==> config.mk <==
export PLATFORM = sky130hd
export DESIGN_NAME = lsm_cordic_cell
export DESIGN_NICKNAME = d
export VERILOG_FILES = /design/src/hw/rtl/assert_macros.svh /design/src/hw/rtl/lsm_pkg.sv /design/src/hw/rtl/lsm_cordic_cell.sv
export SDC_FILE = /design/constraint.sdc
export NUM_CORES = 1
export LEC_CHECK = 0
export BUFFER_PORTS_ARGS = -buffer_cell sky130_fd_sc_hd__buf_2
export CORE_MARGIN = 1.5
export CORE_UTILIZATION = 35
export DETAILED_ROUTE_END_ITERATION = 6
export GPL_TIMING_DRIVEN = 0
export SKIP_CTS_REPAIR_TIMING = 1
export SLEW_MARGIN = 30
export SYNTH_ARGS = -nofsm -noshare
export SYNTH_HDL_FRONTEND = slang
export SYNTH_SLANG_ARGS = --single-unit
==> constraint.sdc <==
create_clock -name clk -period 4.8 [get_ports clk]
set_clock_uncertainty 0.15 [all_clocks]
set_input_delay 0.24 -clock clk [delete_from_list [all_inputs] [get_ports clk]]
set_output_delay 0.24 -clock clk [all_outputs]
set_load 0.1 [all_outputs]
==> src/hw/rtl/assert_macros.svh <==
// Assertion macros for the RTL that carries checks.
`ifndef ASSERT_MACROS_SVH
`define ASSERT_MACROS_SVH

// Check a property on every rising edge, skipped while reset is high.
`define LSM_CHECK(lbl, prop, msg) \
  lbl: assert property (@(posedge clk) disable iff (rst) prop) else $error(msg);

// Check a property on every rising edge, reset included.
`define LSM_CHECK_ALWAYS(lbl, prop, msg) \
  lbl: assert property (@(posedge clk) prop) else $error(msg);

`endif

==> src/hw/rtl/lsm_pkg.sv <==
// Shared widths, constants and the arctangent table for the lattice step unit.
package lsm_pkg;

  // Field widths
  localparam int G_W     = 32;             // metric term
  localparam int N_W     = 18;             // 2*(1-mm) numerator, Q0.16 times two
  localparam int QD_W    = N_W + G_W;      // quotient fed to the root
  localparam int ROOT_W  = QD_W / 2;       // root width
  localparam int MAG_W   = 17;             // angle magnitude
  localparam int ANG_W   = 33;             // residual angle, Q2.30
  localparam int XY_W    = 34;             // rotation vector
  localparam int STEP_W  = 32;

  localparam logic [15:0]      MM_RESET   = 16'd63570;
  localparam logic [17:0]      HALF_PI_Q16 = 18'd102943;
  localparam logic [XY_W-1:0]  GAIN_Q30   = 34'd652032874;

  // Register map
  typedef enum logic {
    REG_MINIMAL_MATCH = 1'b0
  } reg_index_t;

  // atan(2^-i) in Q2.30, truncated
  function automatic logic [ANG_W-1:0] atan_q30(input int i);
    logic [ANG_W-1:0] t;
    case (i)
      0:  t = 33'd843314856;
      1:  t = 33'd497837829;
      2:  t = 33'd263043836;
      3:  t = 33'd133525158;
      4:  t = 33'd67021686;
      5:  t = 33'd33543515;
      6:  t = 33'd16775850;
      7:  t = 33'd8388437;
      8:  t = 33'd4194282;
      9:  t = 33'd2097149;
      10: t = 33'd1048575;
      11: t = 33'd524287;
      12: t = 33'd262143;
      13: t = 33'd131071;
      14: t = 33'd65535;
      15: t = 33'd32767;
      16: t = 33'd16383;
      17: t = 33'd8191;
      18: t = 33'd4095;
      19: t = 33'd2047;
      20: t = 33'd1023;
      21: t = 33'd511;
      22: t = 33'd255;
      23: t = 33'd127;
      default: t = '0;
    endcase
    return t;
  endfunction

endpackage

==> src/hw/rtl/lsm_cordic_cell.sv <==
// One rotation step of the sine/cosine chain, with its carried word.
module lsm_cordic_cell #(
  parameter int STEP   = 0,
  parameter int SIDE_W = 1
) (
  input  logic                             clk,
  input  logic                             en,
  input  logic signed [lsm_pkg::XY_W-1:0]  x_in,
  input  logic signed [lsm_pkg::XY_W-1:0]  y_in,
  input  logic signed [lsm_pkg::ANG_W-1:0] z_in,
  input  logic [SIDE_W-1:0]                side_in,
  output logic signed [lsm_pkg::XY_W-1:0]  x,
  output logic signed [lsm_pkg::XY_W-1:0]  y,
  output logic signed [lsm_pkg::ANG_W-1:0] z,
  output logic [SIDE_W-1:0]                side
);
  import lsm_pkg::*;

  localparam logic signed [ANG_W-1:0] ATAN_T = atan_q30(STEP);

  logic signed [XY_W-1:0]  x_next;
  logic signed [XY_W-1:0]  y_next;
  logic signed [ANG_W-1:0] z_next;

  // Rotate toward zero residual angle
  always_comb begin
    if (!z_in[ANG_W-1]) begin
      x_next = x_in - (y_in >>> STEP);
      y_next = y_in + (x_in >>> STEP);
      z_next = z_in - ATAN_T;
    end else begin
      x_next = x_in + (y_in >>> STEP);
      y_next = y_in - (x_in >>> STEP);
      z_next = z_in + ATAN_T;
    end
  end

  always_ff @(posedge clk) begin
    if (en) begin
      x    <= x_next;
      y    <= y_next;
      z    <= z_next;
      side <= side_in;
    end
  end

endmodule

# Yosys cells after proc, flatten, opt, wreduce, memory -nomap -nowiden
# Index checks and enable logic that the tools add are counted.
# op_classes
addsub,5
n_mux,3
# op_table
operator,n
$mux 34,2
$sub 34x34->34,2
$add 34x34->34,1
$add 33x31->33 const B,1
$mux 33,1
$sub 33x31->33 const B,1
# word_totals
regBits,102
input_bits,104
output_inout_bits,102
word_cells,12

# Logic depth before layout (Yosys ltp)
# logic_depth
depth_word,2
mapped_depth,13
mapped_depth_nobuf,12

# Least setup slack after synthesis
# No wires, ideal clock.
# synth_timing
kind,input port to flip-flop
from,in z_in[32] (netlist bit)
to,reg z[28] (netlist bit) (data pin)
setup_ps,262
arrival_time_ps,3134
t_required_ps,4388
path_slack_ps,1254
stages,12
n_path_buf,1
cell_sequence,clkinv_1 -> clkbuf_1 -> ha_1 -> a21o_1 -> a21oi_1 -> o21ai_0 -> o311ai_0 -> o31a_1 -> o211ai_1 -> a311oi_1 -> a21oi_1 -> xor2_1
# synth_via
elab_chain_len,1
# synth_rtl
element,line_no,rtl
from (decl),lsm_cordic_cell.sv:10,"input logic signed [lsm_pkg::ANG_W-1:0] z_in,"
$mux 33,lsm_cordic_cell.sv:27,if (!z_in[ANG_W-1]) begin
via z_next[28],lsm_cordic_cell.sv:23,logic signed [ANG_W-1:0] z_next;
to (signal assigned),lsm_cordic_cell.sv:42,z <= z_next;
to (decl),lsm_cordic_cell.sv:14,"output logic signed [lsm_pkg::ANG_W-1:0] z,"
# The timed path passes the listed nets, and every way through them passes these cells.
# A chain may end at the register's enable or synchronous reset.

# Worst setup path after layout
# Same ends and word-level chain as after synthesis.

==> impl_metrics.csv <==
group,metric,value,unit
global_route,grt_first_pass_wirelength,53200,um
logic_synthesis,yosys.area.top_type_share,29.7,%
logic_synthesis,ys.flop_type,"sky130_fd_sc_hd__edfxtp_1",
logic_synthesis,mappedNetlistArea,10200,um^2
logic_synthesis,ys_seq_area_share,29.7,%
floorplanning,rows,62,
logic_synthesis,yosysWarningCount,0,
cts,worst_path_clk_slew,0.07,ns
logic_synthesis,async_set_or_reset_flop_fraction_in_the_synthesized_netlist,0,%
timing,worstMarginPinSlew,0.994,ns
cts,cts_root_buffer,"sky130_fd_sc_hd__clkbuf_16",
drt,dr.pass1.iters,6,
drt,via_count,9714,
global_route,overall_routing_resource_usage,22.6,%
timing,final-setup-viol-count,0,
global_route,grt_pass1_vias,9359,
power_and_ir_drop,peakVddDrop,0.187,mV
logic_synthesis,mapped_nets,1418,
power_and_ir_drop,totalPowerFinal,4.26,mW
job,max_cap_violations,0,
layout,diodes,0,
timing,drv_slew,0,
drt,route.detailed.drc,0,
status,result_of_the_run,"finished, final reports clean",
floorplanning,design.portCount,206,
layout,areaGrowthSynthToFinish,18.4,%
worst_setup_path,critPathLaunchType,"primary input",
cts,cts_tree,"done",
logic_synthesis,synth_top_cells_by_area,"sky130_fd_sc_hd__edfxtp_1 30%, sky130_fd_sc_hd__ha_1 16%, sky130_fd_sc_hd__a21oi_1 5.9%",
power_and_ir_drop,p_leak,5.39,nW
floorplanning,floorplan.die.height,174,um
floorplanning,design.core.area,28700,um^2
worst_hold_path,timing.hold.worst.class,"primary input to register",
worst_setup_path,worstSetupPathType,"primary input to register",
global_route,maximum_number_of_pins_on_one_net_before_global_route_repair,56,
global_route,grt_remaining_overflow,0,
drt,vias_per_cell,5.42,
cts,htree_num_levels,3,
place,final_weighted_congestion_of_routability_driven_global_placement,0.965,
timing,rsz0062_at_grt,"false",
place,place.detailed.hpwl,28000,um
logic_synthesis,synth_seq_cells,101,
worst_setup_path,worstPathArrival,4.16,ns
cts,number_of_buffers_on_the_longest_clock_path,2,
layout,drive_above_1_share,16.7,%
logic_synthesis,most_common_cell_in_the_netlist,"sky130_fd_sc_hd__ha_1",
timing,layout_worst_path_cycle_share,87.6,%
power_and_ir_drop,power.density,352,nW/um^2
drt,post_drt_wl_per_cell,19.4,um
layout,layout.cell_area.non_filler,12100,um^2
drt,drt-total-wl,34800,um
logic_synthesis,post_synth_most_frequent_cells,"128 x sky130_fd_sc_hd__ha_1, 121 x sky130_fd_sc_hd__a21oi_1, 111 x sky130_fd_sc_hd__inv_1",
worst_setup_path,worst_ep_required_time,4.76,ns
floorplanning,design.die.area,30200,um^2
place,placed_cells_incl_taps,1773,
drt,drt.antenna.violating_nets,0,
logic_synthesis,post_synth_num_cell_types,67,
timing,max_freq,238,MHz
worst_setup_path,worstPathMaxFanout,20,
worst_setup_path,worst_setup_path_end_kind,"register",
floorplanning,die_w,174,um
logic_synthesis,number_of_enable_type_register_cells_in_the_synthesized_netlist,101,
logic_synthesis,synth_cells,1182,
place,placement.cell_area,11800,um^2
layout,fill_cells,2943,
logic_synthesis,synth_largest_area_cell,"sky130_fd_sc_hd__edfxtp_1",
layout,num-nets-final,1640,
place,port_buffers,205,
drt,drt-initial-drc-count,1015,
cts,cts_sinks,101,
timing,finalHoldViolCount,0,
timing,slew_headroom,33.7,%
layout,post_layout_nonfiller_instances,1793,
timing,tns,0,ns
floorplanning,initial_core_util,35.6,%
logic_synthesis,avgSynthCellArea,8.64,um^2
cts,cts_buffers,9,
timing,period_needed,4.21,ns
global_route,grt_antenna_before_repair,0,
-- through the flow --
stage               utilization [%]  setup WS, ns  hold slack [ns]
floorplan                         -          1.25            0.189
global placement               40.8        -0.288            0.266
detailed placement             41.0         0.259            0.269
CTS                            42.0         0.626           -0.106
global route                   42.1         0.330           0.0151
finish                         42.1         0.593          0.00616
-- placed cells by master (no fill, tap or decap), types with 9 or more instances in the layout --
cell,netlist,layout
sky130_fd_sc_hd__a211oi_1,16,16
sky130_fd_sc_hd__a21o_1,38,38
sky130_fd_sc_hd__a21oi_1,121,121
sky130_fd_sc_hd__a221oi_1,9,9
sky130_fd_sc_hd__a31oi_1,9,9
sky130_fd_sc_hd__and2_1,10,10
sky130_fd_sc_hd__buf_1,10,10
sky130_fd_sc_hd__buf_2,1,205
sky130_fd_sc_hd__clkbuf_1,33,33
sky130_fd_sc_hd__clkbuf_16,0,9
sky130_fd_sc_hd__edfxtp_1,101,101
sky130_fd_sc_hd__ha_1,128,128
sky130_fd_sc_hd__inv_1,111,111
sky130_fd_sc_hd__mux2i_1,20,20
sky130_fd_sc_hd__nand2_1,60,60
sky130_fd_sc_hd__nand2b_1,15,15
sky130_fd_sc_hd__nand3_1,13,13
sky130_fd_sc_hd__nand4_1,13,13
sky130_fd_sc_hd__nor2_1,105,105
sky130_fd_sc_hd__nor2b_1,13,13
sky130_fd_sc_hd__nor3_1,20,20
sky130_fd_sc_hd__nor4_1,9,9
sky130_fd_sc_hd__o211ai_1,15,15
sky130_fd_sc_hd__o21a_1,14,14
sky130_fd_sc_hd__o21ai_0,84,84
sky130_fd_sc_hd__o21bai_1,23,23
sky130_fd_sc_hd__o31ai_1,9,9
sky130_fd_sc_hd__xnor2_1,66,66
sky130_fd_sc_hd__xor2_1,22,22
-- worst max-delay path, cell delays in order --
cell and delay (ns):
sky130_fd_sc_hd__buf_2 0.41, sky130_fd_sc_hd__clkinv_1 0.32, sky130_fd_sc_hd__clkbuf_2 0.31, sky130_fd_sc_hd__buf_16 0.23
sky130_fd_sc_hd__ha_1 0.28, sky130_fd_sc_hd__a21o_1 0.18, sky130_fd_sc_hd__a21oi_1 0.23, sky130_fd_sc_hd__o21ai_0 0.21
sky130_fd_sc_hd__o311ai_0 0.51, sky130_fd_sc_hd__o31a_1 0.31, sky130_fd_sc_hd__o211ai_1 0.21, sky130_fd_sc_hd__a311oi_1 0.42
sky130_fd_sc_hd__a21oi_1 0.14, sky130_fd_sc_hd__xor2_1 0.16
-- metal layers --
layer / routed length (um) / track usage [%] / up-vias
met4: 471 / 5.53 / 0
met1: 16300 / 32.0 / 4555
met5: 0 / 0 / -
met3: 2410 / 3.36 / 34
met2: 15600 / 36.2 / 408
li1: - / - / 4717
-- layout make-up --
| type | instances | area, um^2 | area share (%) |
|---|---|---|---|
| clock inverter | 6 | 38.8 | 0.321 |
| sequential | 101 | 3030 | 25.1 |
| buffer | 45 | 175 | 1.45 |
| clock buffer | 10 | 229 | 1.89 |
| timing repair buffer | 211 | 1130 | 9.33 |
| tap | 384 | 480 | 3.98 |
| inverter | 112 | 420 | 3.48 |
| multi-input combinational | 924 | 6580 | 54.5 |
-- cell families after synthesis --
| family | count (synthesis) | synth area share (%) |
|---|---|---|
| AOI/OAI and AO/OA | 396 | 24.9 |
| and+or+nand+nor | 287 | 13.4 |
| muxes | 21 | 2.07 |
| xor gates and xnor gates | 88 | 7.55 |
| DFF | 101 | 29.7 |
| adders and majority gates | 132 | 16.5 |
| buffers and inverters | 157 | 5.82 |
-- report_power, final --
group	internal (mW)	switching, mW	total [mW]
combinational	0.518	1.82	2.34
sequential	1.17	0.0332	1.20
clock	0.353	0.369	0.721
-- registers in the layout, summed over array words and instances (netlist names) --
name,count
side,1
x,34
y,33
z,33
-- final timing paths --
| path | from | to | slack [ns] | depth (start not counted) |
|---|---|---|---|---|
| worst max-delay path | z_in[32] | z[28]$_DFFE_PP_ | 0.59 | 14 |
| worst min-delay path | z_in[3] | z[3]$_DFFE_PP_ | 0.006 | 2 |
Note: power is estimated with default switching activity, not from simulation.
