$ cat src/hw/rtl/assert_macros.svh
// Assertion macros for the RTL that carries checks.
`ifndef ASSERT_MACROS_SVH
`define ASSERT_MACROS_SVH

// Check a property on every rising edge, skipped while reset is high.
`define LSM_CHECK(lbl, prop, msg) \
  lbl: assert property (@(posedge clk) disable iff (rst) prop) else $error(msg);

// Check a property on every rising edge, reset included.
`define LSM_CHECK_ALWAYS(lbl, prop, msg) \
  lbl: assert property (@(posedge clk) prop) else $error(msg);

`endif

$ cat src/hw/rtl/lsm_div_cell.sv
// One bit of a restoring long division, with its carried word.
module lsm_div_cell #(
  parameter int NUM_W  = 8,
  parameter int DEN_W  = 8,
  parameter int SIDE_W = 1
) (
  input  logic                   clk,
  input  logic                   en,
  input  logic [DEN_W+NUM_W-1:0] acc_in,
  input  logic [DEN_W-1:0]       den_in,
  input  logic [SIDE_W-1:0]      side_in,
  output logic [DEN_W+NUM_W-1:0] acc,
  output logic [DEN_W-1:0]       den,
  output logic [SIDE_W-1:0]      side
);

  logic [DEN_W+NUM_W:0]   shifted;
  logic [DEN_W:0]         upper;
  logic [DEN_W:0]         diff;
  logic [DEN_W+NUM_W-1:0] acc_next;

  // Shift in one numerator bit, subtract the divisor where it fits
  always_comb begin
    shifted = {acc_in, 1'b0};
    upper   = shifted[DEN_W+NUM_W:NUM_W];
    diff    = upper - {1'b0, den_in};
    if (upper >= {1'b0, den_in}) begin
      acc_next = {diff[DEN_W-1:0], shifted[NUM_W-1:1], 1'b1};
    end else begin
      acc_next = shifted[DEN_W+NUM_W-1:0];
    end
  end

  always_ff @(posedge clk) begin
    if (en) begin
      acc  <= acc_next;
      den  <= den_in;
      side <= side_in;
    end
  end

endmodule

$ cat config.mk
export PLATFORM = sky130hd
export DESIGN_NAME = lsm_div_cell
export DESIGN_NICKNAME = d
export VERILOG_FILES = /design/src/hw/rtl/assert_macros.svh /design/src/hw/rtl/lsm_div_cell.sv
export SDC_FILE = /design/constraint.sdc
export NUM_CORES = 1
export LEC_CHECK = 0
export CAP_MARGIN = 15
export CORE_MARGIN = 3
export CORE_UTILIZATION = 59
export DETAILED_ROUTE_END_ITERATION = 6
export DONT_BUFFER_PORTS = 1
export GPL_ROUTABILITY_DRIVEN = 0
export HOLD_SLACK_MARGIN = 0.06
export PLACE_DENSITY = 0.84
export REMOVE_ABC_BUFFERS = 1
export SLEW_MARGIN = 20
export SYNTH_ARGS = -nofsm -noshare
export SYNTH_HDL_FRONTEND = slang
export SYNTH_SLANG_ARGS = --single-unit
$ cat constraint.sdc
create_clock -name clk -period 2.3 [get_ports clk]
set_input_delay 0.115 -clock clk [delete_from_list [all_inputs] [get_ports clk]]
set_output_delay 0.115 -clock clk [all_outputs]
set_load 0.01 [all_outputs]
[Word-level counts from Yosys, hierarchy flattened]
Index checks and enable logic that the tools add are counted.
Storage, ports and cells
  bits in registers: 25
  input bits: 27
  output and inout bits: 25
  word-level logic and storage cells: 6
Operators by class
  add/sub/neg operators: 1
  order comparisons: 1
  multiplexer cells: 1
Operators with widths (count)
  two-way mux 16 bit: 1
  >= comparator 9 x 8 -> 1 bit: 1
  subtractor 8 bit: 1

[Depth between registers and ports, before layout]
Gate-level depths: netlist of the first run.
  word-level depth: 2
  mapped depth: 8
  depth with buffers taken out: 8

[Worst setup path after synthesis of the first run]
No wires, ideal clock.
  kind: input-to-reg
  start point: input acc_in[7]
  end point: register acc[14], data pin
  setup time: 260 ps
  arrival time: 1645 ps
  required time: 2040 ps
  setup slack: 395 ps
  stages on the path: 8
  path buffers: 0
  cells stage by stage: inv_1 -> ha_1 -> fa_1 -> nor2b_1 -> o31a_1 -> nor4_1 -> a311o_1 -> mux2_2
Between the ends
  longest elaborated chain between the ends: 2
  elaborated cells between the ends (all ways): 3
  classes of those cells: 1 x add/sub; 1 x order compare; 1 x mux
Ends and longest elaborated chain
  start: declaration: RTL line lsm_div_cell.sv:9  | input logic [DEN_W+NUM_W-1:0] acc_in,
  subtractor 8 bit / >= comparator 9 x 8 -> 1 bit (equally long branches): RTL line lsm_div_cell.sv:26, lsm_div_cell.sv:27
  two-way mux 16 bit *: RTL line lsm_div_cell.sv:27  | if (upper >= {1'b0, den_in}) begin
  named net acc_next[14]: RTL line lsm_div_cell.sv:20  | logic [DEN_W+NUM_W-1:0] acc_next;
  end signal: assignment: RTL line lsm_div_cell.sv:36  | acc <= acc_next;
  end: declaration: RTL line lsm_div_cell.sv:12  | output logic [DEN_W+NUM_W-1:0] acc,
Mark *: on every way through the listed nets, which the timed path passes. The rest lies on a longest branch.
A chain may end at the register's enable or synchronous reset.

[Worst setup path after layout of the first run]
Same ends and word-level chain as after synthesis.

==> reports/metrics.cfg, run 1 <==
[run_status]
status=completed

[worst_setup_path]
critPathArrivalTime_ns=1.83
cp.required_ns=2.37
startpoint_type=primary input
critPathKind=in -> reg
cp-end-kind=register
path_max_fanout=3

[clock_tree]
cts-root-buf=clkbuf_4
htree_levels=1
cts_buffer_depth=2
cts.sink_count=25
cts_made_buffers=3
cts_tree=built
postCtsSetupBuffers=0
path_clk_slew_ns=0.13

[hold_path]
min-delay-start=acc_in[7]
whs_endpoint=acc[8]$_DFFE_PP_
worstHoldPathCells=2
hold_path.class=in -> reg

[grt]
grt_pass1_wl_um=3600
grt_max_degree=26
grt_pass1_vias=820
grt_usage_pct=18.0
antenna_found_initial=0
grt_overflow_total=0

[logic_synthesis]
synth-xor-area-share_pct=2.07
ys_seq_area_share_pct=59.1
synth_compound_area_share_pct=12.7
synth_mux_area_share_pct=6.00
synthDistinctLibCells=30
synth_top_family_by_area=compound AO/OA/AOI/OAI gates
synth_edf_count=25
avgSynthCellArea_um2=13.5
synthCells=94
yosysWarnings=0
syn-cell-area_um2=1270
synth_flop_cell=edfxtp_1
synth-simple-area-share_pct=6.10
ys_async_sr_fraction_pct=0
synth-seq-cells=25
yosys.area_share.adder_pct=9.45

[layout]
antenna_cells=0
seqCellArea_um2=751
multiInputGateArea_um2=462
stdcell_count=145
final_cell_area_um2=1540
area_delta_synth_final_pct=20.9
num-fill-cells=138
layout.nets=155
drive_gt1_share_pct=11.0

[floorplan]
core_um2=2000
dieArea_um2=2750
initial_core_util_pct=63.5
dieWidth_um=52.4
fp-row-count=16
ios=52
die_height_um=52.4

[power]
p_leak_nw=0.602
power_density_nw_per_um2=631
vdd_ir_drop_max_mv=0.415
total_power_mw=0.970

[sta]
setup_tns_ns=0
fin_crit_sh_pct=76.4
tightestPinTransition_ns=0.552
hold_violations=0
setup_viol=0
finalCriticalPeriod_ns=1.76
clock.fmax_mhz=569
slew_violations=0
grt_setup_unrepaired=false
slew-limit-headroom_pct=63.2

[routing]
num_vias=831
drt-pass1-iter-count=4
remaining_drc_errors=0
postRouteAntennaNets=0
wl_per_cell_um=16.0
drt-vias-per-instance=5.73
routed_wl_um=2320
drtIter0Drc=12

[placed_design]
dp_hpwl_um=1680
port-buffer-count=0
placed_cells=119
placed_cell_area_um2=1290

[run]
cap_violations=0

[synthesized netlist by cell type, types with 3 or more instances]
cell	instances	area [µm²]
o21ai_0	4	20.0
ha_1	8	100
mux2_2	5	56.3
a21oi_1	3	15.0
edfxtp_1	25	751
nor3_1	3	15.0
nand2_1	3	11.3
inv_1	13	48.8
a21o_1	3	22.5
[kinds of logic after synthesis]
kind of cell / after synthesis
buffers and inverters: 15
muxes: 7
and+or+nand+nor: 15
xor gates and xnor gates: 3
DFF: 25
adders and majority gates: 9
AOI/OAI and AO/OA: 20
[metrics by stage]
stage                     util, %  worst slack [ns]  hold WS (ns)
after floorplan                 -             0.395         0.214
after global placement       64.7             0.286         0.214
after detailed placement     64.7             0.245         0.214
after CTS                    77.0             0.573        0.0826
after global routing         76.8             0.457        0.0965
final                        76.8             0.542        0.0864
[worst max-delay path, cell delays in order]
cell	delay [ns]
inv_1	0.03
ha_1	0.23
fa_1	0.42
nor2b_1	0.18
o31a_1	0.19
nor4_1	0.06
a311o_1	0.32
mux2_2	0.26
[worst max-delay path by stage]
stage                         start                end  depth (start not counted)
after floorplan           acc_in[7]  acc[14]$_DFFE_PP_                          8
after global placement    acc_in[7]  acc[14]$_DFFE_PP_                          8
after detailed placement  acc_in[7]  acc[14]$_DFFE_PP_                          8
after CTS                 acc_in[7]  acc[14]$_DFFE_PP_                          8
after global routing      acc_in[7]  acc[14]$_DFFE_PP_                          8
final                     acc_in[7]  acc[14]$_DFFE_PP_                          8
[metal layers]
metal	GRT usage (%)	up-vias	part of all wire (%)
li1	-	401	-
met2	28.5	36	48
met3	5.41	2	9.0
met1	22.7	392	42
met5	0	-	0
met4	7.66	0	0.43
[cells in the final DEF (no fill, tap or decap), drive strengths merged]
cell and instances:
nor3 3, or3 1, xor2 1, a311o 1, mux2i 2, o21a 1, nand2 3, inv 13
o31a 1, nand3 2, clkbuf 4, o21ai 5, nor2 2, nor4 1, edfxtp 25, nor3b 1
a21o 3, dlygate4sd3 21, a41o 1, buf 1, fa 1, mux2 5, a31oi 1, a41oi 1
ha 8, a211oi 1, or2b 1, a21oi 5, xnor2 2, nor2b 1
[final cells by class]
cell class	instances	share of cell area, %
clock buffer	4	1.71
timing repair buffer	22	14.0
sequential	25	48.9
tap	27	2.20
inverter	13	3.18
multi-input combinational	54	30.0
[where the power goes]
part	internal (mW)	switching [mW]
clock network	0.0676	0.118
registers	0.561	0.0399
logic	0.0937	0.0896
total	0.722	0.248
[flip-flops by register name (all words and copies together) (netlist names)]
register  cells
den           8
acc          16
side          1
[what timing repair did]
action | 4_1_cts | 5_1_grt
gates resized for setup | 0 | 0
hold buffers | 22 | 0
endpoints found under the hold margin | 46 | 0
No activity file was read; power rests on OpenSTA's default activity.
==> run 2, diff against run 1 <==
--- a/config.mk
+++ b/config.mk
@@ -5,6 +5,7 @@
 export SDC_FILE = /design/constraint.sdc
 export NUM_CORES = 1
 export LEC_CHECK = 0
+export ABC_AREA = 1
 export CAP_MARGIN = 15
 export CORE_MARGIN = 3
 export CORE_UTILIZATION = 59
==> constraint.sdc (replaced) <==
create_clock -name clk -period 1.7 [get_ports clk]
set_input_delay 0.085 -clock clk [delete_from_list [all_inputs] [get_ports clk]]
set_output_delay 0.085 -clock clk [all_outputs]
set_load 0.01 [all_outputs]
==> run 2 against run 1 <==
Compared with the run above: worst hold slack improved by 0.13 ns; sequential share of layout area down 5.2 points; largest power group unchanged; count of clock-buffer cells in the layout fell by 1; utilization rose by 0.17 points; critical path depth down 7; cell count up 32%; global-route usage is 5.4 points higher; clock power rose by 37%.
==> reports/metrics.cfg, run 2 <==
[layout]
area_delta_synth_final_pct=22.3
reg_top3=acc x16, den x8, side x1
final_core_util_pct=76.9
largest_register_ff_count=16
layout.nets=200
final_cell_area_um2=1720
antenna_cells=0
drive_gt1_share_pct=17.8
regMostFlops=acc
final_common_cell=nand2_1
layout_common_cells=31 x nand2_1, 25 x edfxtp_1, 25 x dlygate4sd3_1

[routing]
num_vias=1071
remaining_drc_errors=0
wl_per_cell_um=17.7
drtIter0Drc=48
postRouteAntennaNets=0
routed_wl_um=3390
drt-pass1-iter-count=4
drt-vias-per-instance=5.61

[sta]
finalCriticalPeriod_ns=1.40
hold_violations=0
setup_viol=0
setup_tns_ns=0
clock.fmax_mhz=715
slew-limit-headroom_pct=27.3
tightestPinTransition_ns=1.09
fin_crit_sh_pct=82.3
grt_setup_unrepaired=false
slew_violations=0

[logic_synthesis]
synthCells=134
synth-seq-cells=25
ys_async_sr_fraction_pct=0
netlist_top_cells_count=31 x nand2_1, 25 x edfxtp_1, 18 x inv_1, 14 x nand3_1, 11 x nand2_2
avgSynthCellArea_um2=10.5
synth_top_area_share_pct=53.4
synth_top_area_cell=edfxtp_1
ys_seq_area_share_pct=53.4
syn-cell-area_um2=1410
synth.most_common_cell=nand2_1
ys_top_cells_by_area=edfxtp_1 53%, nand2_1 8.3%, ha_1 7.1%, nand3_1 5.0%, nand2_2 4.9%
synthDistinctLibCells=20
synth_flop_cell=edfxtp_1
yosysWarnings=0
synth_edf_count=25

[grt]
grt_max_degree=26
grt_overflow_total=0
grt_pass1_wl_um=4920
grt_usage_pct=23.5
busiest_layer=met2
antenna_found_initial=0
grt_pass1_vias=1068
met2_usage_pct=43.1
use_met3_pct=1.91
grt_use_met1_pct=27.6

[clock_tree]
cts_buffer_depth=2
path_clk_slew_ns=0.13
postCtsSetupBuffers=0
cts-resized-gates=0
cts_made_buffers=3
cts-root-buf=clkbuf_4
cts.sink_count=25
cts_tree=built
htree_levels=1

[worst_setup_path]
cp.required_ns=1.65
crit_family=buffers and inverters
critPathArrivalTime_ns=1.35
critPathKind=in -> reg
cp_slowest_cell=dlygate4sd3_1
crit_path_cell_trace=dlygate4sd3_1
path_max_fanout=25
slowest_delay_ns=1.26
critPathBufInv=1
cp-end-kind=register
startpoint_type=primary input

[power]
vdd_ir_drop_max_mv=0.573
power_density_nw_per_um2=812
p_leak_nw=0.751

[floorplan]
core_um2=2230
dieArea_um2=3000
fp-row-count=17
ios=52
die_height_um=54.8
initial_core_util_pct=62.9
dieWidth_um=54.8

[placed_design]
placed_cell_area_um2=1440
dp_hpwl_um=2270
port-buffer-count=0

[hold_path]
hold_path.class=in -> reg

[run]
cap_violations=0

[run_status]
status=completed

-- run 2: cell count changes after synthesis, moves of 4 or more --
cell     delta
nand2_1    +28
nand3_1    +12
nand2_2    +11
inv_1       +5
mux2_2      -5
o21ai_0     -4
-- run 2: cells by family (layout without fill, tap and decap cells) --
logic type | after synthesis | count (layout) | synth area share (%)
compound gates | 2 | 2 | 0.712
xor+xnor | 3 | 3 | 1.87
fa+ha+maj | 9 | 9 | 8.55
buf+inv | 23 | 52 | 6.14
flops | 25 | 25 | 53.4
simple gates | 72 | 72 | 29.3
-- run 2: final cells by class --
cell class                 instances  area (µm²)
tap                               28        35.0
sequential                        25         751
fill                             139         515
inverter                          23        86.3
timing repair buffer              25         250
multi-input combinational         86         568
clock inverter                     1        5.00
clock buffer                       3        22.5
-- run 2: per-stage QoR --
| step | instances | hold slack, ns | worst slack (ns) | power, mW |
|---|---|---|---|---|
| finish | 191 | 0.220 | 0.301 | 1.39 |
| global route | 191 | 0.200 | 0.249 | 1.47 |
| CTS | 191 | 0.187 | 0.305 | 1.38 |
| detailed placement | 162 | 0.184 | 0.183 | 1.08 |
| global placement | 162 | 0.184 | 0.248 | 1.06 |
| floorplan | 134 | 0.184 | 0.324 | 1.03 |
-- run 2: per-layer routing --
layer / vias up / routed length, µm
met2: 71 / 1820
met3: 6 / 215
met5: - / 0
met1: 498 / 1300
li1: 496 / -
met4: 0 / 50
-- run 2: where the power goes --
part	total [mW]	switching (mW)	internal [mW]	leakage (nW)
logic	0.327	0.194	0.133	0.489
clock network	0.255	0.166	0.0881	0.0177
registers	0.813	0.0556	0.758	0.244
-- run 2: final timing paths --
check	from	endpoint	slack (ns)	cells past startpoint
hold / removal	acc_in[15]	acc[0]$_DFFE_PP_	0.22	4
setup / recovery	en	acc[12]$_DFFE_PP_	0.30	1
-- run 2: timing repair --
action / in CTS / in global routing
hold buffers: 25 / 0
endpoints found under the hold margin: 49 / 0
endpoints found under the setup margin: 0 / 0
