File: config.mk
export PLATFORM = sky130hd
export DESIGN_NAME = lsm_sqrt_cell
export DESIGN_NICKNAME = d
export VERILOG_FILES = /design/src/hw/rtl/assert_macros.svh /design/src/hw/rtl/lsm_pkg.sv /design/src/hw/rtl/lsm_sqrt_cell.sv
export SDC_FILE = /design/constraint.sdc
export NUM_CORES = 1
export LEC_CHECK = 0
export BUFFER_PORTS_ARGS = -buffer_cell sky130_fd_sc_hd__buf_4
export CELL_PAD_IN_SITES_DETAIL_PLACEMENT = 1
export CELL_PAD_IN_SITES_GLOBAL_PLACEMENT = 2
export CORE_ASPECT_RATIO = 0.75
export CORE_MARGIN = 5
export CORE_UTILIZATION = 33
export CTS_CLUSTER_DIAMETER = 100
export CTS_CLUSTER_SIZE = 10
export DETAILED_ROUTE_END_ITERATION = 6
export PLACE_DENSITY = 0.83
export SLEW_MARGIN = 20
export SYNTH_ARGS = -nofsm -noshare
export SYNTH_HDL_FRONTEND = slang
export SYNTH_SLANG_ARGS = --single-unit
export TNS_END_PERCENT = 1
File: constraint.sdc
create_clock -name clk -period 4.8 [get_ports clk]
set_input_delay 0.72 -clock clk [delete_from_list [all_inputs] [get_ports clk]]
set_output_delay 0.72 -clock clk [all_outputs]
set_load 0.005 [all_outputs]
File: src/hw/rtl/assert_macros.svh
// Assertion macros for the RTL that carries checks.
`ifndef ASSERT_MACROS_SVH
`define ASSERT_MACROS_SVH

// Check a property on every rising edge, skipped while reset is high.
`define LSM_CHECK(lbl, prop, msg) \
  lbl: assert property (@(posedge clk) disable iff (rst) prop) else $error(msg);

// Check a property on every rising edge, reset included.
`define LSM_CHECK_ALWAYS(lbl, prop, msg) \
  lbl: assert property (@(posedge clk) prop) else $error(msg);

`endif

File: src/hw/rtl/lsm_pkg.sv
// Shared widths, constants and the arctangent table for the lattice step unit.
package lsm_pkg;

  // Field widths
  localparam int G_W     = 32;             // metric term
  localparam int N_W     = 18;             // 2*(1-mm) numerator, Q0.16 times two
  localparam int QD_W    = N_W + G_W;      // quotient fed to the root
  localparam int ROOT_W  = QD_W / 2;       // root width
  localparam int MAG_W   = 17;             // angle magnitude
  localparam int ANG_W   = 33;             // residual angle, Q2.30
  localparam int XY_W    = 34;             // rotation vector
  localparam int STEP_W  = 32;

  localparam logic [15:0]      MM_RESET   = 16'd63570;
  localparam logic [17:0]      HALF_PI_Q16 = 18'd102943;
  localparam logic [XY_W-1:0]  GAIN_Q30   = 34'd652032874;

  // Register map
  typedef enum logic {
    REG_MINIMAL_MATCH = 1'b0
  } reg_index_t;

  // atan(2^-i) in Q2.30, truncated
  function automatic logic [ANG_W-1:0] atan_q30(input int i);
    logic [ANG_W-1:0] t;
    case (i)
      0:  t = 33'd843314856;
      1:  t = 33'd497837829;
      2:  t = 33'd263043836;
      3:  t = 33'd133525158;
      4:  t = 33'd67021686;
      5:  t = 33'd33543515;
      6:  t = 33'd16775850;
      7:  t = 33'd8388437;
      8:  t = 33'd4194282;
      9:  t = 33'd2097149;
      10: t = 33'd1048575;
      11: t = 33'd524287;
      12: t = 33'd262143;
      13: t = 33'd131071;
      14: t = 33'd65535;
      15: t = 33'd32767;
      16: t = 33'd16383;
      17: t = 33'd8191;
      18: t = 33'd4095;
      19: t = 33'd2047;
      20: t = 33'd1023;
      21: t = 33'd511;
      22: t = 33'd255;
      23: t = 33'd127;
      default: t = '0;
    endcase
    return t;
  endfunction

endpackage

File: src/hw/rtl/lsm_sqrt_cell.sv
// One digit of a bit-pair integer square root, with its carried word.
module lsm_sqrt_cell #(
  parameter int SIDE_W = 1
) (
  input  logic                         clk,
  input  logic                         en,
  input  logic [lsm_pkg::ROOT_W+1:0]   rem_in,
  input  logic [lsm_pkg::ROOT_W-1:0]   root_in,
  input  logic [lsm_pkg::QD_W-1:0]     rad_in,
  input  logic [SIDE_W-1:0]            side_in,
  output logic [lsm_pkg::ROOT_W+1:0]   rem,
  output logic [lsm_pkg::ROOT_W-1:0]   root,
  output logic [lsm_pkg::QD_W-1:0]     rad,
  output logic [SIDE_W-1:0]            side
);
  import lsm_pkg::*;

  logic [ROOT_W+3:0] r2;
  logic [ROOT_W+3:0] trial;
  logic [ROOT_W+3:0] diff;
  logic [ROOT_W+1:0] rem_next;
  logic [ROOT_W-1:0] root_next;

  // Bring down two radicand bits and try the next root bit
  always_comb begin
    r2    = {rem_in, rad_in[QD_W-1:QD_W-2]};
    trial = {2'b00, root_in, 2'b01};
    diff  = r2 - trial;
    if (r2 >= trial) begin
      rem_next  = diff[ROOT_W+1:0];
      root_next = {root_in[ROOT_W-2:0], 1'b1};
    end else begin
      rem_next  = r2[ROOT_W+1:0];
      root_next = {root_in[ROOT_W-2:0], 1'b0};
    end
  end

  always_ff @(posedge clk) begin
    if (en) begin
      rem  <= rem_next;
      root <= root_next;
      rad  <= {rad_in[QD_W-3:0], 2'b00};
      side <= side_in;
    end
  end

endmodule

# Word-level counts from Yosys, hierarchy flattened
# Index checks and enable logic that the tools add are counted.
[word_totals] register_bits=101 latch_bits=0 mem_bits_rw=0 rom_bits=0 inputBits=105 output_inout_bits=103 word_cells=8 memories=0
[op_classes] n_addsub=1 n_mul=0 div=0 order_cmp=1 n_eq_ne=0 shift=0 muxes=2 bitwise=0 reduce_logical=0
[ops] cell="$ge 29x27->1" count=1
[ops] cell="$mux 27" count=1
[ops] cell="$sub 27x27->27" count=1
[ops] cell="$mux 1" count=1

# Logic depth before layout (Yosys ltp)
# Gate-level depths: netlist of the first run.
[logic_depth] depth_word=2 depth_mapped=13

# Worst setup path before layout of the first run
# Ideal clock, no wire load.
[synth_timing] path_kind="input port to flip-flop" start="in root_in[1] in the netlist's numbering" end="reg rem[10] in the netlist's numbering (data pin)" arrival_ps=2991 required_time_ps=4540 setup_slack_ps=1549 path_stages=12 path_cell_list="inv_1 ha_1 nor3_1 a211oi_2 a31oi_4 o311ai_4 nor2_4 o211ai_2 a2111o_1 buf_6 buf_12 mux2_4"
[synth_via] elab_chain_cells=2
[synth_lines] element="start, declared" line_no="lsm_sqrt_cell.sv:8" rtl="input logic [lsm_pkg::ROOT_W-1:0] root_in,"
[synth_lines] element="$sub 27x27->27 or $ge 29x27->1 (tied branches)" line_no="lsm_sqrt_cell.sv:28, lsm_sqrt_cell.sv:29"
[synth_lines] element="$mux 27 *" line_no="lsm_sqrt_cell.sv:29" rtl="if (r2 >= trial) begin"
[synth_lines] element="net rem_next[10]" line_no="lsm_sqrt_cell.sv:21" rtl="logic [ROOT_W+1:0] rem_next;"
[synth_lines] element="end signal, assigned" line_no="lsm_sqrt_cell.sv:40" rtl="rem <= rem_next;"
[synth_lines] element="end, declared" line_no="lsm_sqrt_cell.sv:11" rtl="output logic [lsm_pkg::ROOT_W+1:0] rem,"
# Mark *: on every way through the listed nets, which the timed path passes. The rest lies on a longest branch.
# A chain may end at the register's enable or synchronous reset.

# Worst setup path after layout of the first run
[layout_timing] start="in root_in[1] in the netlist's numbering" end="reg rem[16] in the netlist's numbering (data pin)"
# The elaborated chain is that of the path after synthesis.

==> flow_summary.json, run 1 <==
{
  "rsz0062_at_grt": "no",
  "syn-cell-area_mm2": 0.005079,
  "path_common_cell": "buf_4",
  "drt-pass1-iter-count": 4,
  "htree_levels": 3,
  "die_y_um": 117.4,
  "grt_pass1_wl_um": 21880,
  "drt-vias-per-instance": 4.722,
  "dieArea_mm2": 0.01800,
  "grt_antenna_before_repair": 0,
  "leakagePower_uw": 0.003135,
  "die_w_um": 153.2,
  "worst_slew_pin_slew_ns": 0.8411,
  "overflow": 0,
  "criticalPathCategory": "input port to register",
  "core_mm2": 0.01518,
  "drive_gt1_share_pct": 44.31,
  "hp-class": "input port to register",
  "cp_top_family": "compound AO/OA/AOI/OAI gates",
  "holdCritStartpoint": "rad_in[33]",
  "antenna_cells": 0,
  "grtUsageTotal_pct": 15.04,
  "synth-seq-cells": 101,
  "final-hold-violation-count": 0,
  "endpoint_kind": "register",
  "synthTopCellsByArea": "edfxtp_1, ha_1, mux2_4",
  "cts_resized": 0,
  "clk_path_buf_depth": 2,
  "syn_avg_cell_area_um2": 13.51,
  "holdWs_ns": 0.5473,
  "slew_viol_final": 0,
  "fmax_mhz": 281.4,
  "final_area_mm2": 0.007091,
  "grt_pass1_vias": 4091,
  "fin_tns_setup_ns": 0,
  "drc_errors": 0,
  "portBuffers": 205,
  "cts_root_buf": "clkbuf_16",
  "max_stage_delay_ns": 0.44,
  "stdcell_count": 794,
  "grt_max_degree": 67,
  "vdd_drop_max_mv": 0.1904,
  "ant_nets": 0,
  "drt_iter0_drc": 146,
  "cts_buffers": 9,
  "period_share_pct": 74.04,
  "areaGrowthSynthToFinish_pct": 39.62,
  "synth_cell_types": 54,
  "routedWlPerCell_um": 17.36,
  "netlist_instances": 376,
  "slowest_stage": "a2111o_1",
  "drt_wl_total_um": 13780,
  "start_util_pct": 33.47,
  "finalSetupViolations": 0,
  "rows": 39,
  "synth_top_area_share_pct": 59.72,
  "final_nets": 716,
  "ys_seq_area_share_pct": 59.72,
  "synth-edff-count": 101,
  "hpwl_um": 11060,
  "powerDensity_mw_per_mm2": 335.3,
  "post_cts_buffers": 0,
  "cts-hold-fix-buffers": 0,
  "cp-start-kind": "input port",
  "yosysTopAreaCell": "edfxtp_1",
  "endpoint": "rem[16]",
  "clock-sinks": 101,
  "placedCellCount": 778,
  "fin_crit_ns": 3.554,
  "ios": 208,
  "crit_chain": "buf_4, inv_1, ha_1, nor3_1, a211oi_2, a31oi_4, o311ai_4, nor2_4, o211ai_2, a2111o_1, buf_4, mux2_4",
  "dominantRegCellSynth": "edfxtp_1",
  "status": "finished, final reports clean",
  "place_congestion": 0.7865,
  "cp_data_arrival_time_ns": 3.65,
  "drv_cap": 0,
  "crit_buf_inv": 3,
  "crit_cells": 12,
  "cts_tree": "built",
  "worst-endpoint-required_ns": 4.90,
  "critPathLaunch": "root_in[1]",
  "yosys_warnings": 0,
  "async_reset_ff_share_pct": 0,
  "dpl_cell_area_mm2": 0.006793,
  "clk_pin_slew_ns": 0.07,
  "slew_headroom_pct": 43.93,
  "path_max_fanout": 13,
  "via_count": 3749
}
## layout make-up
type	instances	area, um^2
clock buffer	10	229.0
clock inverter	6	68.82
fill	1632	8085
inverter	34	127.6
multi-input combinational	230	1814
sequential	101	3033
tap	205	256.5
timing repair buffer	208	1562
## layout by cell type (no fill, tap or decap), types with 6 or more instances in the layout
cell type	Yosys	layout
edfxtp_1	101	101
nor3_1	7	7
xnor2_1	11	11
a21oi_1	25	25
mux2_4	17	17
a211oi_1	6	6
buf_4	2	208
o21ai_0	17	17
xor2_1	11	11
nand4_1	6	6
nor2_1	14	14
ha_1	27	27
clkbuf_16	0	9
mux2_2	8	8
nand3_1	7	7
inv_1	34	34
nand2_1	20	20
## stage by stage
stage	utilization [%]	setup slack (ns)	power [uW]
2_1_floorplan	-	1.549	1388
3_3_place_gp	44.76	0.9522	1656
3_5_place_dp	44.76	0.8806	1669
4_1_cts	46.72	1.236	2419
5_1_grt	46.72	0.9953	2512
6_report	46.72	1.246	2378
## cell usage after synthesis, types with 4 or more instances
library cell and number:
a211oi_1 6, a21o_1 5, a21oi_1 25, a31oi_1 4, buf_2 5, edfxtp_1 101
ha_1 27, inv_1 34, mux2_2 8, mux2_4 17, nand2_1 20, nand3_1 7
nand4_1 6, nor2_1 14, nor3_1 7, o21ai_0 17, xnor2_1 11, xor2_1 11
## per-layer routing
metal	track usage [%]	part of all wire, %
met1	18.70	43
met2	24.70	47
met3	6.554	9.2
met4	2.615	0.88
met5	0	0
## power by group
group	switching (uW)	internal (uW)
clock network	326	408
logic	241	297
registers	24.8	1080
## logic make-up after synthesis
kind of cell	Yosys count	share of synthesized area, %
AOI/OAI and AO/OA	81	10.91
xor gates and xnor gates	22	3.794
adders and majority gates	27	6.652
buffers and inverters	46	4.631
DFF	101	59.72
muxes	27	7.194
other	1	0.07384
and+or+nand+nor	71	7.022
## worst min path at each step
stage	endpoint	slack (ns)	cells after the start
after floorplan	rad[10]	0.82	0
after global placement	rad[31]	0.90	1
after detailed placement	rad[23]	0.90	1
after CTS	rad[20]	0.53	1
after global routing	rad[20]	0.52	1
final	rad[35]	0.55	1
## registers in the layout, summed over array words and instances (netlist names)
signal  cells
rad        48
rem        27
root       25
side        1
No activity file was read; power rests on OpenSTA's default activity.
==> run 2, diff against run 1 <==
- CORE_UTILIZATION: 33 -> 31
- PLACE_DENSITY: 0.83 -> 0.79
- clock period: 4.8 -> 3.6 ns (I/O delays scaled with it)
==> run 2 against run 1 <==
  * Sequential share of layout area shrank 0.46 points
  * Critical endpoint is now rem[19]
  * Sequential power grew 34%
  * Non-clock buffer count grew 8
  * Setup slack lost 0.70 ns
  * Routed wire length grew 2.0%
==> flow_summary.json, run 2 (synthesis results as in run 1) <==
{
  "slew_headroom_pct": 50.14,
  "met2_usage_pct": 23.67,
  "die_y_um": 120.8,
  "drc_errors": 0,
  "worst-endpoint-required_ns": 3.70,
  "core_mm2": 0.01607,
  "power.switching_uw": 821.2,
  "grt_pass1_wl_um": 21550,
  "n_fill_cell": 1734,
  "portBuffers": 205,
  "p_sw_share_pct": 26.08,
  "drive_gt1_share_pct": 45.06,
  "routedWlPerCell_um": 17.42,
  "grt_busiest_layer": "met2",
  "endpoint_kind": "register",
  "cts-hold-fix-buffers": 0,
  "worst_slew_pin_slew_ns": 0.7479,
  "rows": 40,
  "largest_reg_flops": 48,
  "antenna_cells": 0,
  "fin_crit_ns": 3.059,
  "dieArea_mm2": 0.01907,
  "areaGrowthSynthToFinish_pct": 41.14,
  "place_congestion": 0.8008,
  "htree_levels": 3,
  "powerDensity_mw_per_mm2": 439.3,
  "die_w_um": 157.8,
  "via_count": 3761,
  "grt_antenna_before_repair": 0,
  "criticalPathCategory": "input port to register",
  "fin_tns_setup_ns": 0,
  "top_regs": "rad: 48 flops, rem: 27 flops, root: 25 flops",
  "p_comb_share_pct": 23.3,
  "grt_pass1_vias": 4083,
  "post_cts_buffers": 0,
  "drv_cap": 0,
  "slew_viol_final": 0,
  "grt_util_met3_pct": 5.939,
  "overflow": 0,
  "clk_path_buf_depth": 2,
  "cts_resized": 0,
  "final_area_mm2": 0.007168,
  "hp-class": "input port to register",
  "rsz0062_at_grt": "no",
  "path_max_fanout": 12,
  "grt_util_met1_pct": 18.16,
  "final_common_cell": "buf_4",
  "leakagePower_uw": 0.003174,
  "finalSetupViolations": 0,
  "start_util_pct": 31.61,
  "cp_data_arrival_time_ns": 3.16,
  "drt_wl_total_um": 14050,
  "vdd_drop_max_mv": 0.2340,
  "status": "finished, final reports clean",
  "final_nets": 724,
  "ios": 208,
  "ant_nets": 0,
  "cp-start-kind": "input port",
  "grt_max_degree": 55,
  "drt_iter0_drc": 135,
  "max_flop_register": "rad",
  "final_cell_mix": "buf_4, edfxtp_1, inv_1",
  "cts_buffers": 9,
  "period_share_pct": 84.97,
  "hpwl_um": 11230,
  "fmax_mhz": 326.9,
  "clkPwrFrac_pct": 29.8,
  "holdPathStages": 1,
  "fin_util_pct": 44.62,
  "internal_power_uw": 2327,
  "grtUsageTotal_pct": 14.48,
  "cts_root_buf": "clkbuf_16",
  "seq_power_share_pct": 46.8,
  "total_power_uw": 3149,
  "cts_tree": "built",
  "drt-vias-per-instance": 4.660,
  "clk_pin_slew_ns": 0.07,
  "dpl_cell_area_mm2": 0.006884,
  "final-hold-violation-count": 0,
  "drt-pass1-iter-count": 4,
  "clock-sinks": 101
}
run 2: changes by cell type in the layout (fill, tap and decap cells not counted), sizes merged:
cell      previous run  this run
clkbuf              10         9
clkinvlp             1         2
bufinv               1         0
buf                208       216
clkinv               2         3
run 2: critical path, stage by stage:
cell	delay (ns)
buf_4	0.08
inv_1	0.04
ha_1	0.38
nor3_1	0.09
a211oi_2	0.39
a31oi_4	0.17
o311ai_4	0.36
nor2_4	0.08
o211ai_2	0.19
a2111o_1	0.23
buf_4	0.28
mux2_4	0.32
run 2: per-stage QoR:
stage | hold WS, ns | std cells | setup WS [ns]
floorplan | 0.6389 | 377 | 0.5290
global placement | 0.7179 | 791 | 0.2573
detailed placement | 0.7195 | 791 | 0.1738
CTS | 0.3480 | 807 | 0.5414
global route | 0.3384 | 807 | 0.3928
finish | 0.3636 | 807 | 0.5412
run 2: cell type report:
type | count | area, um^2 | share of cell area (%)
Inverter | 34 | 127.6 | 1.780
Clock inverter | 7 | 58.81 | 0.8204
Tap cell | 210 | 262.8 | 3.666
Clock buffer | 9 | 225.2 | 3.142
Timing Repair Buffer | 216 | 1647 | 22.97
Sequential cell | 101 | 3033 | 42.31
Multi-Input combinational cell | 230 | 1814 | 25.31
run 2: worst paths after layout:
path | slack (ns) | startpoint | endpoint
max | 0.54 | root_in[1] | rem[19]
min | 0.36 | rad_in[42] | rad[44]
run 2: per-layer routing:
metal / routed length, um / vias to the layer above / part of all wire (%)
met2: 6563 / 124 / 47
met4: 138 / 0 / 0.98
li1: - / 1823 / -
met1: 5972 / 1801 / 42
met5: 0 / - / 0
met3: 1379 / 13 / 9.8
run 2: power by group through the flow:
stage / sequential, uW / clock, uW / combinational, uW
2_1_floorplan: 1510 / 0 / 337
3_3_place_gp: 1500 / 0 / 726
3_5_place_dp: 1500 / 0 / 744
4_1_cts: 1480 / 973 / 746
5_1_grt: 1490 / 1030 / 805
6_report: 1470 / 940 / 735
==> run 3, diff against run 2 <==
- CORE_UTILIZATION: 31 -> 28
- PLACE_DENSITY: 0.79 -> 0.75
- clock period: 3.6 -> 2.8 ns (I/O delays scaled with it)
==> run 3 against run 2 <==
  * Hold slack worse by 0.12 ns
  * Setup slack got worse by 0.39 ns
  * Final cell count is 11% higher
  * Combinational power is 48% higher
  * Power is 35% higher
  * First-iteration DRC count decreased by 0.74%
  * Core utilization decreased by 0.57 points
  * Sequential share of layout area is 3.4 points lower
  * Largest cell class unchanged
==> flow_summary.json, run 3 (synthesis results as in run 1) <==
{
  "status": "finished, final reports clean",
  "cp_data_arrival_time_ns": 2.76,
  "slowest_stage": "a2111o_1",
  "drive_gt1_share_pct": 52.91,
  "cts-hold-fix-buffers": 0,
  "portBuffers": 205,
  "dieArea_mm2": 0.02096,
  "p_comb_share_pct": 25.8,
  "setup_ws_ns": 0.1493,
  "p_sw_share_pct": 26.81,
  "fin_crit_ns": 2.651,
  "endpoint_kind": "register",
  "worst-endpoint-required_ns": 2.91,
  "drt-vias-per-instance": 4.497,
  "finalSetupViolations": 0,
  "drv_cap": 0,
  "drt_iter0_drc": 134,
  "internal_power_uw": 3106,
  "grt_pass1_wl_um": 24170,
  "path_max_fanout": 16,
  "grt_pass1_vias": 4387,
  "leakagePower_uw": 0.003469,
  "grtUsageTotal_pct": 14.71,
  "powerDensity_mw_per_mm2": 544.1,
  "ant_nets": 0,
  "grt_max_degree": 62,
  "worst_slew_pin_slew_ns": 0.5993,
  "drc_errors": 0,
  "htree_levels": 3,
  "cts_buffers": 9,
  "die_w_um": 165.5,
  "start_util_pct": 28.68,
  "pre_cts_slack_ns": -0.3772,
  "power.switching_uw": 1138,
  "criticalPathCategory": "input port to register",
  "clock-sinks": 101,
  "largest_reg_flops": 48,
  "seq_power_share_pct": 44.6,
  "critPathLaunch": "rem_in[8]",
  "routedWlPerCell_um": 17.68,
  "slew_headroom_pct": 60.05,
  "cts_root_buf": "clkbuf_16",
  "total_power_uw": 4244,
  "final_nets": 781,
  "slew_viol_final": 0,
  "placedCellCount": 880,
  "vdd_drop_max_mv": 0.2558,
  "place_congestion": 0.7965,
  "max_stage_delay_ns": 0.45,
  "cp_top_family": "compound AO/OA/AOI/OAI gates",
  "rows": 42,
  "max_flop_register": "rad",
  "clk_pin_slew_ns": 0.08,
  "period_share_pct": 94.67,
  "final_common_cell": "buf_4",
  "cts_tree": "built",
  "cp-start-kind": "input port",
  "holdCritStartpoint": "rad_in[40]",
  "grt_antenna_before_repair": 0,
  "clk_path_buf_depth": 2,
  "overflow": 0,
  "antenna_cells": 0,
  "stdcell_count": 896,
  "top_regs": "rad: 48 flops, rem: 27 flops, root: 25 flops",
  "final_cell_mix": "buf_4, edfxtp_1, inv_1",
  "drt_wl_total_um": 15840,
  "fmax_mhz": 377.3,
  "hp-class": "input port to register",
  "rsz0062_at_grt": "no",
  "final-hold-violation-count": 0,
  "n_fill_cell": 1920,
  "via_count": 4029,
  "crit_chain": "buf_4, ha_1, a21oi_1, o21ba_4, or2_4, o311ai_4, nor2_4, o211ai_2, a2111o_1, buf_12, mux2_4",
  "die_y_um": 126.6,
  "core_mm2": 0.01771,
  "clkPwrFrac_pct": 29.6,
  "hpwl_um": 12850,
  "drt-pass1-iter-count": 4,
  "crit_buf_inv": 2,
  "ios": 208,
  "areaGrowthSynthToFinish_pct": 53.58
}
run 3: path summary, 6_finish.rpt:
path	to	slack [ns]	cells after the start
hold / removal	rad[42]	0.24	1
setup / recovery	rem[17]	0.15	11
run 3: repair_timing:
| item | 4_1_cts | 5_1_grt |
|---|---|---|
| endpoints found under the setup margin | 2 | 2 |
| buffers inserted | 0 | 0 |
| resized for setup | 1 | 2 |
run 3: final cells by class:
cell class,count,area [um^2],area share (%)
Multi-Input combinational cell,230,1957,25.09
Inverter,34,127.6,1.636
Sequential cell,101,3033,38.88
Clock buffer,9,225.2,2.887
Timing Repair Buffer,273,2087,26.76
Tap cell,242,302.8,3.882
Clock inverter,7,67.56,0.8662
run 3: through the flow:
step                      cell area, um^2  hold WS (ns)  setup TNS [ns]  utilization, %
after global placement               7495        0.5986          -6.403           42.32
after CTS                            7792        0.2199               0           44.00
after detailed placement             7495        0.5997          -8.546           42.32
final                                7800        0.2393               0           44.04
after global routing                 7800        0.2162               0           44.04
after floorplan                      5234        0.5189               0               -
run 3: metal layers:
layer	vias up	GRT usage, %	share of wire [%]
met4	0	3.686	1.1
met5	-	0	0
met3	15	4.767	9.1
met2	142	24.11	46
li1	1938	-	-
met1	1934	18.87	44
run 3: power by group through the flow:
stage | Clock [uW] | Combinational (uW) | Sequential, uW
after floorplan | 0 | 466 | 1940
after global placement | 0 | 1080 | 1930
after detailed placement | 0 | 1100 | 1930
after CTS | 1330 | 1110 | 1900
after global routing | 1380 | 1190 | 1910
final | 1260 | 1090 | 1890
